$ cat config.mk
export PLATFORM = sky130hd
export DESIGN_NAME = divider_and_overflow_timer_core
export DESIGN_NICKNAME = d
export VERILOG_FILES = /design/src/design/dot_pkg.sv /design/src/design/dot_prescaler.sv /design/src/design/divider_and_overflow_timer_core.sv
export SDC_FILE = /design/constraint.sdc
export NUM_CORES = 1
export LEC_CHECK = 0
export ABC_AREA = 1
export BUFFER_PORTS_ARGS = -buffer_cell sky130_fd_sc_hd__buf_2
export CORE_MARGIN = 2
export CORE_UTILIZATION = 55
export DETAILED_ROUTE_END_ITERATION = 16
export PLACE_DENSITY_LB_ADDON = 0.12
export REMOVE_ABC_BUFFERS = 1
export SLEW_MARGIN = 5
export SYNTH_ARGS = -nofsm -noshare
export SYNTH_HDL_FRONTEND = slang
export SYNTH_HIERARCHICAL = 1
export SYNTH_SLANG_ARGS = --single-unit
$ cat constraint.sdc
create_clock -name aclk -period 10.44 [get_ports aclk]
set_input_delay 1.566 -clock aclk [delete_from_list [all_inputs] [get_ports aclk]]
set_output_delay 1.566 -clock aclk [all_outputs]
set_load 0.01 [all_outputs]
$ cat src/design/dot_pkg.sv
// Shared types, request codes, register addresses and the timer period table.
`default_nettype none

package dot_pkg;

    // Both prescalers are kept at full width and saturate at the top value.
    localparam int PRESC_W = 16;

    typedef logic [PRESC_W-1:0] presc_t;

    // Result of one prescaler step: the new count and a one-cycle carry.
    typedef struct packed {
        presc_t count;
        logic   carry;
    } presc_step_t;

    // Request type codes.
    localparam logic [1:0] REQ_TICK  = 2'd0;
    localparam logic [1:0] REQ_READ  = 2'd1;
    localparam logic [1:0] REQ_WRITE = 2'd2;

    // Bus register addresses.
    localparam logic [15:0] ADDR_DIV  = 16'hFF04;
    localparam logic [15:0] ADDR_TIMA = 16'hFF05;
    localparam logic [15:0] ADDR_TMA  = 16'hFF06;
    localparam logic [15:0] ADDR_TAC  = 16'hFF07;

    // Control register layout.
    localparam int           TAC_W          = 3;
    localparam int           TAC_ENABLE_BIT = 2;
    localparam logic [7:0]   TAC_MASK       = 8'h07;
    localparam logic [7:0]   READ_UNKNOWN   = 8'hFF;

    // Timer prescaler period selected by control bits 1:0.
    function automatic presc_t timer_period(input logic [1:0] sel);
        presc_t period;
        unique case (sel)
            2'b00: period = presc_t'(1024);
            2'b01: period = presc_t'(16);
            2'b10: period = presc_t'(64);
            2'b11: period = presc_t'(256);
            default: period = presc_t'(1024);
        endcase
        return period;
    endfunction

endpackage

`default_nettype wire

$ cat src/design/dot_prescaler.sv
// Saturating cycle prescaler that wraps once per step against a given period.
`default_nettype none

module dot_prescaler (
    input  wire logic          enable,
    input  wire dot_pkg::presc_t count,
    input  wire dot_pkg::presc_t period,
    input  wire logic [7:0]    cycles,
    output dot_pkg::presc_step_t step
);
    import dot_pkg::*;

    logic [PRESC_W:0] sum;
    presc_t           sat;

    // Add the spent cycles, clamp at the top value, then subtract one period at most.
    always_comb begin
        sum = {1'b0, count} + (PRESC_W+1)'(cycles);
        sat = sum[PRESC_W] ? '1 : sum[PRESC_W-1:0];
        step.count = count;
        step.carry = 1'b0;
        if (enable) begin
            if (sat >= period) begin
                step.count = sat - period;
                step.carry = 1'b1;
            end else begin
                step.count = sat;
            end
        end
    end

endmodule

`default_nettype wire

$ cat src/design/divider_and_overflow_timer_core.sv
// Divider and overflow timer: a tick counter pair with a bus register interface.
//
// Usage: each request on the s_ channel is a tick carrying a count of spent
// cycles, a bus read or a bus write of one of the four timer registers.
// Every request produces exactly one result on the m_ channel: the read byte
// (0xFF for an unknown address), the timer interrupt for a tick that made the
// timer wrap and reload, and a flag for an access to an unknown address.
// The request register loads at the accepting edge and the result register at
// the edge on which the request fires, with all state updates done in the
// single pass between them. Throughput is one request per cycle while the
// receiver takes results; the saturating prescaler add and period compare
// lie between those registers.
// When the receiver stalls, the result register holds and the request
// register fills; s_ready drops only when both are occupied, and both refill
// in the same cycle the result is taken. Reset (aresetn low at a clock edge)
// clears all counters, the modulo and control registers, the pending modulo
// write and both valid flags.
`default_nettype none

module divider_and_overflow_timer_core #(
    parameter int DIV_PERIOD = 256
) (
    input  wire logic        aclk,
    input  wire logic        aresetn,
    input  wire logic        s_valid,
    output logic             s_ready,
    input  wire logic [1:0]  s_req_type,
    input  wire logic [7:0]  s_spent_cycles,
    input  wire logic [15:0] s_address,
    input  wire logic [7:0]  s_write_data,
    output logic             m_valid,
    input  wire logic        m_ready,
    output logic [7:0]       m_read_data,
    output logic             m_timer_irq,
    output logic             m_bad_address
);
    import dot_pkg::*;

    localparam presc_t DivPeriod = presc_t'(DIV_PERIOD);

    // Request register.
    logic        in_valid_reg;
    logic [1:0]  req_reg;
    logic [7:0]  cycles_reg;
    logic [15:0] addr_reg;
    logic [7:0]  wdata_reg;

    // Result register.
    logic        out_valid_reg;
    logic [7:0]  rdata_reg, rdata_next;
    logic        irq_reg, irq_next;
    logic        bad_reg, bad_next;

    // Timer state.
    presc_t           div_presc_reg, div_presc_next;
    presc_t           tim_presc_reg, tim_presc_next;
    logic [7:0]       div_value_reg, div_value_next;
    logic [7:0]       tim_value_reg, tim_value_next;
    logic [7:0]       modulo_reg, modulo_next;
    logic [TAC_W-1:0] control_reg, control_next;
    logic [7:0]       pend_modulo_reg, pend_modulo_next;
    logic             pend_flag_reg, pend_flag_next;

    logic        out_free;
    logic        fire;
    logic        is_tick;
    presc_step_t div_step;
    presc_step_t tim_step;

    // Handshake: the request register refills whenever the result register can advance.
    assign out_free = !out_valid_reg || m_ready;
    assign s_ready  = !in_valid_reg || out_free;
    assign fire     = in_valid_reg && out_free;
    assign is_tick  = (req_reg == REQ_TICK);

    assign m_valid       = out_valid_reg;
    assign m_read_data   = rdata_reg;
    assign m_timer_irq   = irq_reg;
    assign m_bad_address = bad_reg;

    // Divider prescaler.
    dot_prescaler u_div_presc (
        .enable (is_tick),
        .count  (div_presc_reg),
        .period (DivPeriod),
        .cycles (cycles_reg),
        .step   (div_step)
    );

    // Timer prescaler, running only while the control enable bit is set.
    dot_prescaler u_tim_presc (
        .enable (is_tick && control_reg[TAC_ENABLE_BIT]),
        .count  (tim_presc_reg),
        .period (timer_period(control_reg[1:0])),
        .cycles (cycles_reg),
        .step   (tim_step)
    );

    // Next state and result for the request in the request register.
    always_comb begin
        div_presc_next   = div_presc_reg;
        tim_presc_next   = tim_presc_reg;
        div_value_next   = div_value_reg;
        tim_value_next   = tim_value_reg;
        modulo_next      = modulo_reg;
        control_next     = control_reg;
        pend_modulo_next = pend_modulo_reg;
        pend_flag_next   = pend_flag_reg;
        rdata_next       = 8'd0;
        irq_next         = 1'b0;
        bad_next         = 1'b0;
        unique case (req_reg)
            REQ_TICK: begin
                div_presc_next = div_step.count;
                tim_presc_next = tim_step.count;
                if (div_step.carry) begin
                    div_value_next = div_value_reg + 8'd1;
                end
                // A wrap reloads from the modulo in force before this tick.
                if (tim_step.carry) begin
                    if (tim_value_reg == 8'hFF) begin
                        tim_value_next = modulo_reg;
                        irq_next       = 1'b1;
                    end else begin
                        tim_value_next = tim_value_reg + 8'd1;
                    end
                end
                if (pend_flag_reg) begin
                    modulo_next    = pend_modulo_reg;
                    pend_flag_next = 1'b0;
                end
            end
            REQ_READ: begin
                unique case (addr_reg)
                    ADDR_DIV:  rdata_next = div_value_reg;
                    ADDR_TIMA: rdata_next = tim_value_reg;
                    ADDR_TMA:  rdata_next = modulo_reg;
                    ADDR_TAC:  rdata_next = 8'(control_reg);
                    default: begin
                        rdata_next = READ_UNKNOWN;
                        bad_next   = 1'b1;
                    end
                endcase
            end
            REQ_WRITE: begin
                unique case (addr_reg)
                    ADDR_DIV:  div_value_next = 8'd0;
                    ADDR_TIMA: tim_value_next = wdata_reg;
                    ADDR_TMA: begin
                        pend_modulo_next = wdata_reg;
                        pend_flag_next   = 1'b1;
                    end
                    ADDR_TAC: begin
                        control_next   = TAC_W'(wdata_reg & TAC_MASK);
                        tim_presc_next = '0;
                    end
                    default: bad_next = 1'b1;
                endcase
            end
            default: begin
                // Undefined request type: no state change, all-zero result.
            end
        endcase
    end

    // Control state and valid flags.
    always_ff @(posedge aclk) begin
        if (!aresetn) begin
            in_valid_reg    <= 1'b0;
            out_valid_reg   <= 1'b0;
            div_presc_reg   <= '0;
            tim_presc_reg   <= '0;
            div_value_reg   <= '0;
            tim_value_reg   <= '0;
            modulo_reg      <= '0;
            control_reg     <= '0;
            pend_modulo_reg <= '0;
            pend_flag_reg   <= 1'b0;
        end else begin
            if (s_ready) begin
                in_valid_reg <= s_valid;
            end
            if (out_free) begin
                out_valid_reg <= in_valid_reg;
            end
            if (fire) begin
                div_presc_reg   <= div_presc_next;
                tim_presc_reg   <= tim_presc_next;
                div_value_reg   <= div_value_next;
                tim_value_reg   <= tim_value_next;
                modulo_reg      <= modulo_next;
                control_reg     <= control_next;
                pend_modulo_reg <= pend_modulo_next;
                pend_flag_reg   <= pend_flag_next;
            end
        end
    end

    // Payload registers.
    always_ff @(posedge aclk) begin
        if (s_ready && s_valid) begin
            req_reg    <= s_req_type;
            cycles_reg <= s_spent_cycles;
            addr_reg   <= s_address;
            wdata_reg  <= s_write_data;
        end
        if (fire) begin
            rdata_reg <= rdata_next;
            irq_reg   <= irq_next;
            bad_reg   <= bad_next;
        end
    end

    // A result never carries both an interrupt and an address error.
    a_irq_not_bad: assert property (@(posedge aclk) disable iff (!aresetn)
        m_valid |-> !(m_timer_irq && m_bad_address))
        else $error("timer interrupt together with bad address");

    // An interrupt only comes from a tick, whose read byte is zero.
    a_irq_zero_data: assert property (@(posedge aclk) disable iff (!aresetn)
        (m_valid && m_timer_irq) |-> (m_read_data == 8'd0))
        else $error("timer interrupt with nonzero read data");

    // A control write clears the timer prescaler.
    a_tac_clears_presc: assert property (@(posedge aclk) disable iff (!aresetn)
        (fire && req_reg == REQ_WRITE && addr_reg == ADDR_TAC) |=> (tim_presc_reg == '0))
        else $error("timer prescaler not cleared by control write");

    // Any tick retires a pending modulo write.
    a_tick_retires_modulo: assert property (@(posedge aclk) disable iff (!aresetn)
        (fire && is_tick) |=> !pend_flag_reg)
        else $error("pending modulo write survived a tick");

endmodule

`default_nettype wire

# Word-level counts from Yosys, hierarchy flattened
# Cells that the tools add are included.
# word_totals
reg_bits	114
latch_bits	0
mem_bits_rw	0
romBits	0
in_bits	38
out_inout_bits	12
wordCells	86
memories	0
# op_classes
addsub	6
multipliers	0
n_div	0
n_lt_le_gt_ge	2
n_eq_ne	17
shifts	0
n_mux	23
bitwise_logic	0
n_reduce_logical	21
# ops
cell	count
16-bit 2-to-1 mux	5
16-bit == test (second input constant)	4
16-bit case mux with 4 select lines	1
8-bit 2-to-1 mux	5
16-bit by 8-bit adder with 17-bit output	2
16-bit case mux with 2 select lines	1
8-bit case mux with 2 select lines	2
8-bit case mux with 4 select lines	1
17-bit 2-to-1 mux	1
8-bit by 1-bit adder with 8-bit output (second input constant)	2
16-bit >= comparator	1
16-bit by 9-bit >= comparator with 1-bit output (second input constant)	1
16-bit subtractor	1
16-bit by 9-bit subtractor with 16-bit output (second input constant)	1
2-bit by 1-bit != test with 1-bit output (second input constant)	6
3-bit AND reduction	4
4-bit AND reduction	3
8-bit == test (second input constant)	1
2-bit == test (second input constant)	3
1-bit 2-to-1 mux	6
2-bit by 1-bit == test with 1-bit output (second input constant)	2
2-bit zero test	2
2-bit AND reduction	2
4-bit OR reduction	1
7 further kinds	11

# Longest topological paths before layout
# depth
ltp_word	7
ltp_mapped	27
depth_no_buf	25

# By module
# The synthesis kept the hierarchy.
# modules_own_cells
mod	n_inst	cells_per_inst	area_per_inst_um2	seq_area_each_um2
divider_and_overflow_timer_core	1	617	5143.7	2722.6
dot_prescaler (u_div_presc)	1	461	2280.9	0.0
dot_prescaler (u_tim_presc)	1	454	2230.9	0.0

# Least setup slack after synthesis
# No wires, ideal clock.
# synth_path
path_kind	register to register
start	register cycles_reg[0]
end	register tim_value_reg[3]
setup_time_ps	113
t_arrival_ps	3329
setup_slack_ps	6998
path_stages_with_launch	25
n_path_buf	2
cell_sequence	edfxtp_1 > ha_1 > fa_1 > nand3_1 > nand3_1 > nand2_1 > nand2_2 > nand3b_1 > nand3_1 > ha_1 > nand2_1 > inv_2 > nand3_2 > nor3_2 > nand2_2 > a21oi_2 > buf_6 > nor2_1 > inv_1 > nand2_1 > a21oi_4 > buf_6 > nand2_2 > nor2_1 > nor2_1
# synth_rtl
item	line	rtl
start: declaration	divider_and_overflow_timer_core.sv:44	logic [7:0] cycles_reg;
start signal: assignment	divider_and_overflow_timer_core.sv:203	cycles_reg <= s_spent_cycles;
end signal: assignment	divider_and_overflow_timer_core.sv:190	tim_value_reg <= tim_value_next;
end: declaration	divider_and_overflow_timer_core.sv:58	logic [7:0] tim_value_reg, tim_value_next;

==> metrics.md <==
| Metric | Value |
|---|---|
| CP arrival | `approximately 4700 ps` |
| Yosys cell types | `46` |
| Average size of a mapped cell | `6.30 um2` |
| Die height | `136 um` |
| Drt first pass iters | `6` |
| Relative slew slack | `0.504` |
| Max Slew Vio Count | `0` |
| Antenna-violating nets left | `0` |
| Asr flop ratio synth | `0` |
| DP HPWL | `roughly 19000 um` |
| PortBufs | `between 40 and 50` |
| Grt total ovfl | `0` |
| DP Worst Slack | `6150 ps` |
| Register share of total power | `0.386` |
| Design Power | `approximately 0.0013 W` |
| Final setup fails | `0` |
| P_leak | `~5.5 nW` |
| Row cnt | `48` |
| Worst-Margin Slew | `roughly 740 ps` |
| PwrDens | `between 100 and 150 nW/um2` |
| Commonest cells in the netlist | `nand2_1 (527), inv_1 (222), nor2_1 (163), nand3_1 (155), dfxtp_1 (70)` |
| Share of cells above drive strength 1 | `0.111` |
| WL final | `between 20000 and 25000 um` |
| Status | `complete, no violations` |
| Top cells by area, synth | `nand2_1 (20%), dfxtp_1 (15%), edfxtp_1 (14%), inv_1 (8.6%), nand3_1 (8.0%)` |
| Clock power frac | `0.456` |
| Number of global-route vias before repair | `~8600` |
| Synth Flop Type | `dfxtp_1` |
| Cell taking the most area after synthesis | `nand2_1` |
| Register bit count reported by yosys | `114` |
| Die area | `roughly 19000 um2` |
| # DRC | `0` |
| RSZ-0062 raised after global routing | `false` |
| Clock-pin slew on the worst setup and hold paths | `60 ps` |
| Top Ports | `50` |
| Syn. warnings | `6` |
| Post-CTS sizing | `0` |
| Diode count | `0` |
| Hold Crit Class | `register to register` |
| CTS tree | `built` |
| Comb power frac | `0.158` |
| Hold-fix buffer count after cts | `0` |
| Core area | `around 17000 um2` |
| P_sw | `~0.00038 W` |
| Final hold vios | `0` |
| Minimum clock period | `around 4300 ps` |
| Switching share of total power | `0.302` |
| Initial antenna violation count | `0` |
| Cells after synthesis | `1532` |
| Top-area cell type share of the netlist area | `0.205` |
| Die W | `around 140 um` |
| Root buffer cell | `clkbuf_16` |
| Clk Latency, worst-skew pair | `420 ps` |
| Starting Density | `0.560` |
| Clock Skew | `14.7 ps` |
| Cell area after synthesis | `roughly 9700 um2` |
| Maxcap violations | `0` |
| H-tree Lvls | `4` |
| Final Wtd Congestion | `about 0.95` |
| Largest net degree at the start of global routing | `39` |
| Crit path kind | `register to register` |
| Register area share after synthesis | `0.282` |
| Achievable frequency | `approximately 230 MHz` |
| Area delta synth->final | `11.1%` |
| Clock sinks | `between 100 and 150` |
| Final #Nets | `approximately 1700` |
| Setup TNS | `0 ps` |
| Total track usage | `0.267` |
| Count leader, synth | `nand2_1` |
| Worst setup EP type | `register` |
| Clock buffer count from CTS | `17` |
| Per-cell routed wire length | `~13 um` |
| First-pass GRT wire length | `between 30000 and 40000 um` |
| Period utilisation layout | `0.416` |
| Data required time of the critical path | `around 11000 ps` |
| Vias/cell | `5.10` |
| DR iter-0 viols | `686` |
| Post-CTS Setup Bufs | `0` |
| Core Util, Final | `0.622` |
| CTS Buffer Depth | `2` |
| Setup crit start kind | `register` |
| Crit path max fanout | `12` |
| Final worst slack | `6100 ps` |
| Fin cells | `approximately 1800` |
| Int Power | `0.000885 W` |
| Post-synth EDFFs | `between 40 and 50` |
| Routed vias | `approximately 9400` |
| Placed Cells | `between 1500 and 2000` |
| Max rail drop VDD | `0.000186 V` |
final timing paths:
check / start / end / slack, ps / cells past startpoint
worst max-delay path: cycles_reg[0]$_DFFE_PP_ / tim_value_reg[5]$_SDFFE_PN0P_ / 6100 / 22
worst min-delay path: modulo_reg[1]$_SDFFE_PN0P_ / modulo_reg[1]$_SDFFE_PN0P_ / 470 / 2
worst max register to register: cycles_reg[0]$_DFFE_PP_ / tim_value_reg[5]$_SDFFE_PN0P_ / 6100 / 22
worst min register to register: modulo_reg[1]$_SDFFE_PN0P_ / modulo_reg[1]$_SDFFE_PN0P_ / 470 / 2
logic make-up (layout without fill, tap and decap cells):
group,count (synthesis),after routing,share of synthesized area
buffers and inverters,265,322,0.111
other,2,28,0.000778
DFF,114,114,0.282
AOI/OAI and AO/OA,120,120,0.0715
and+or+nand+nor,955,955,0.441
xor gates and xnor gates,19,19,0.0172
adders and majority gates,57,57,0.0770
critical path, cell delays in order (launching register included):
cell,delay (ps)
edfxtp_1,410
ha_1,230
fa_1,420
nand3_1,100
nand3_1,100
nand2_1,130
nand2_2,110
nand3b_1,200
nand3_1,140
ha_1,380
nand2_1,120
inv_2,80
nand3_2,90
nor3_2,160
nand2_2,130
a21oi_2,510
nor2_1,100
inv_1,70
nand2_1,90
a21oi_4,390
nand2_1,100
nor2_1,110
nor2_1,40
cell usage in the layout, fill, tap and decap left out, types with 4 or more instances in the layout:
cell type / instances
a21oi_1: 63
a21oi_2: 8
and2_1: 6
buf_2: 49
clkbuf_16: 17
clkinv_4: 4
conb_1: 28
dfxtp_1: 70
edfxtp_1: 44
fa_1: 4
ha_1: 53
inv_1: 222
inv_2: 14
inv_6: 5
nand2_1: 527
nand2_2: 19
nand2_4: 9
nand3_1: 155
nand3_2: 11
nand3b_1: 10
nand4_1: 19
nor2_1: 163
nor2_2: 8
nor2_4: 7
o21ai_0: 29
o21ai_1: 7
o21bai_1: 5
or2_2: 4
xnor2_1: 4
xor2_1: 15
power groups by stage:
stage | combinational (W) | clock (W) | sequential (W)
after floorplan | 0.000146 | 0 | 0.000496
after global placement | 0.000195 | 0 | 0.000498
after detailed placement | 0.000197 | 0 | 0.000498
after CTS | 0.000198 | 0.000588 | 0.000488
after global routing | 0.000226 | 0.000610 | 0.000490
final | 0.000200 | 0.000578 | 0.000489
metrics by stage:
step / cell area (um2) / hold slack [ps]
after global placement: 10100 / 449
after detailed placement: 10100 / 465
after global routing: 10700 / 497
final: 10700 / 472
after floorplan: 9580 / 439
after CTS: 10700 / 473
per-layer routing:
metal | global-route usage | wire, um | vias up
met5 | 0 | 0 | -
met4 | 0.0914 | 571 | 0
met3 | 0.0378 | 988 | 31
met2 | 0.449 | 11300 | 220
met1 | 0.351 | 11400 | 4199
li1 | - | - | 4936
layout make-up:
class | instances | area, um2
repair buffers | 52 | 268
clock inverters | 15 | 166
inverters | 238 | 898
well taps | 225 | 282
flip-flops and latches | 114 | 2720
fillers | 1678 | 6510
clock buffers | 17 | 425
multi-input cells | 1179 | 5960
No activity file was read; power rests on OpenSTA's default activity.
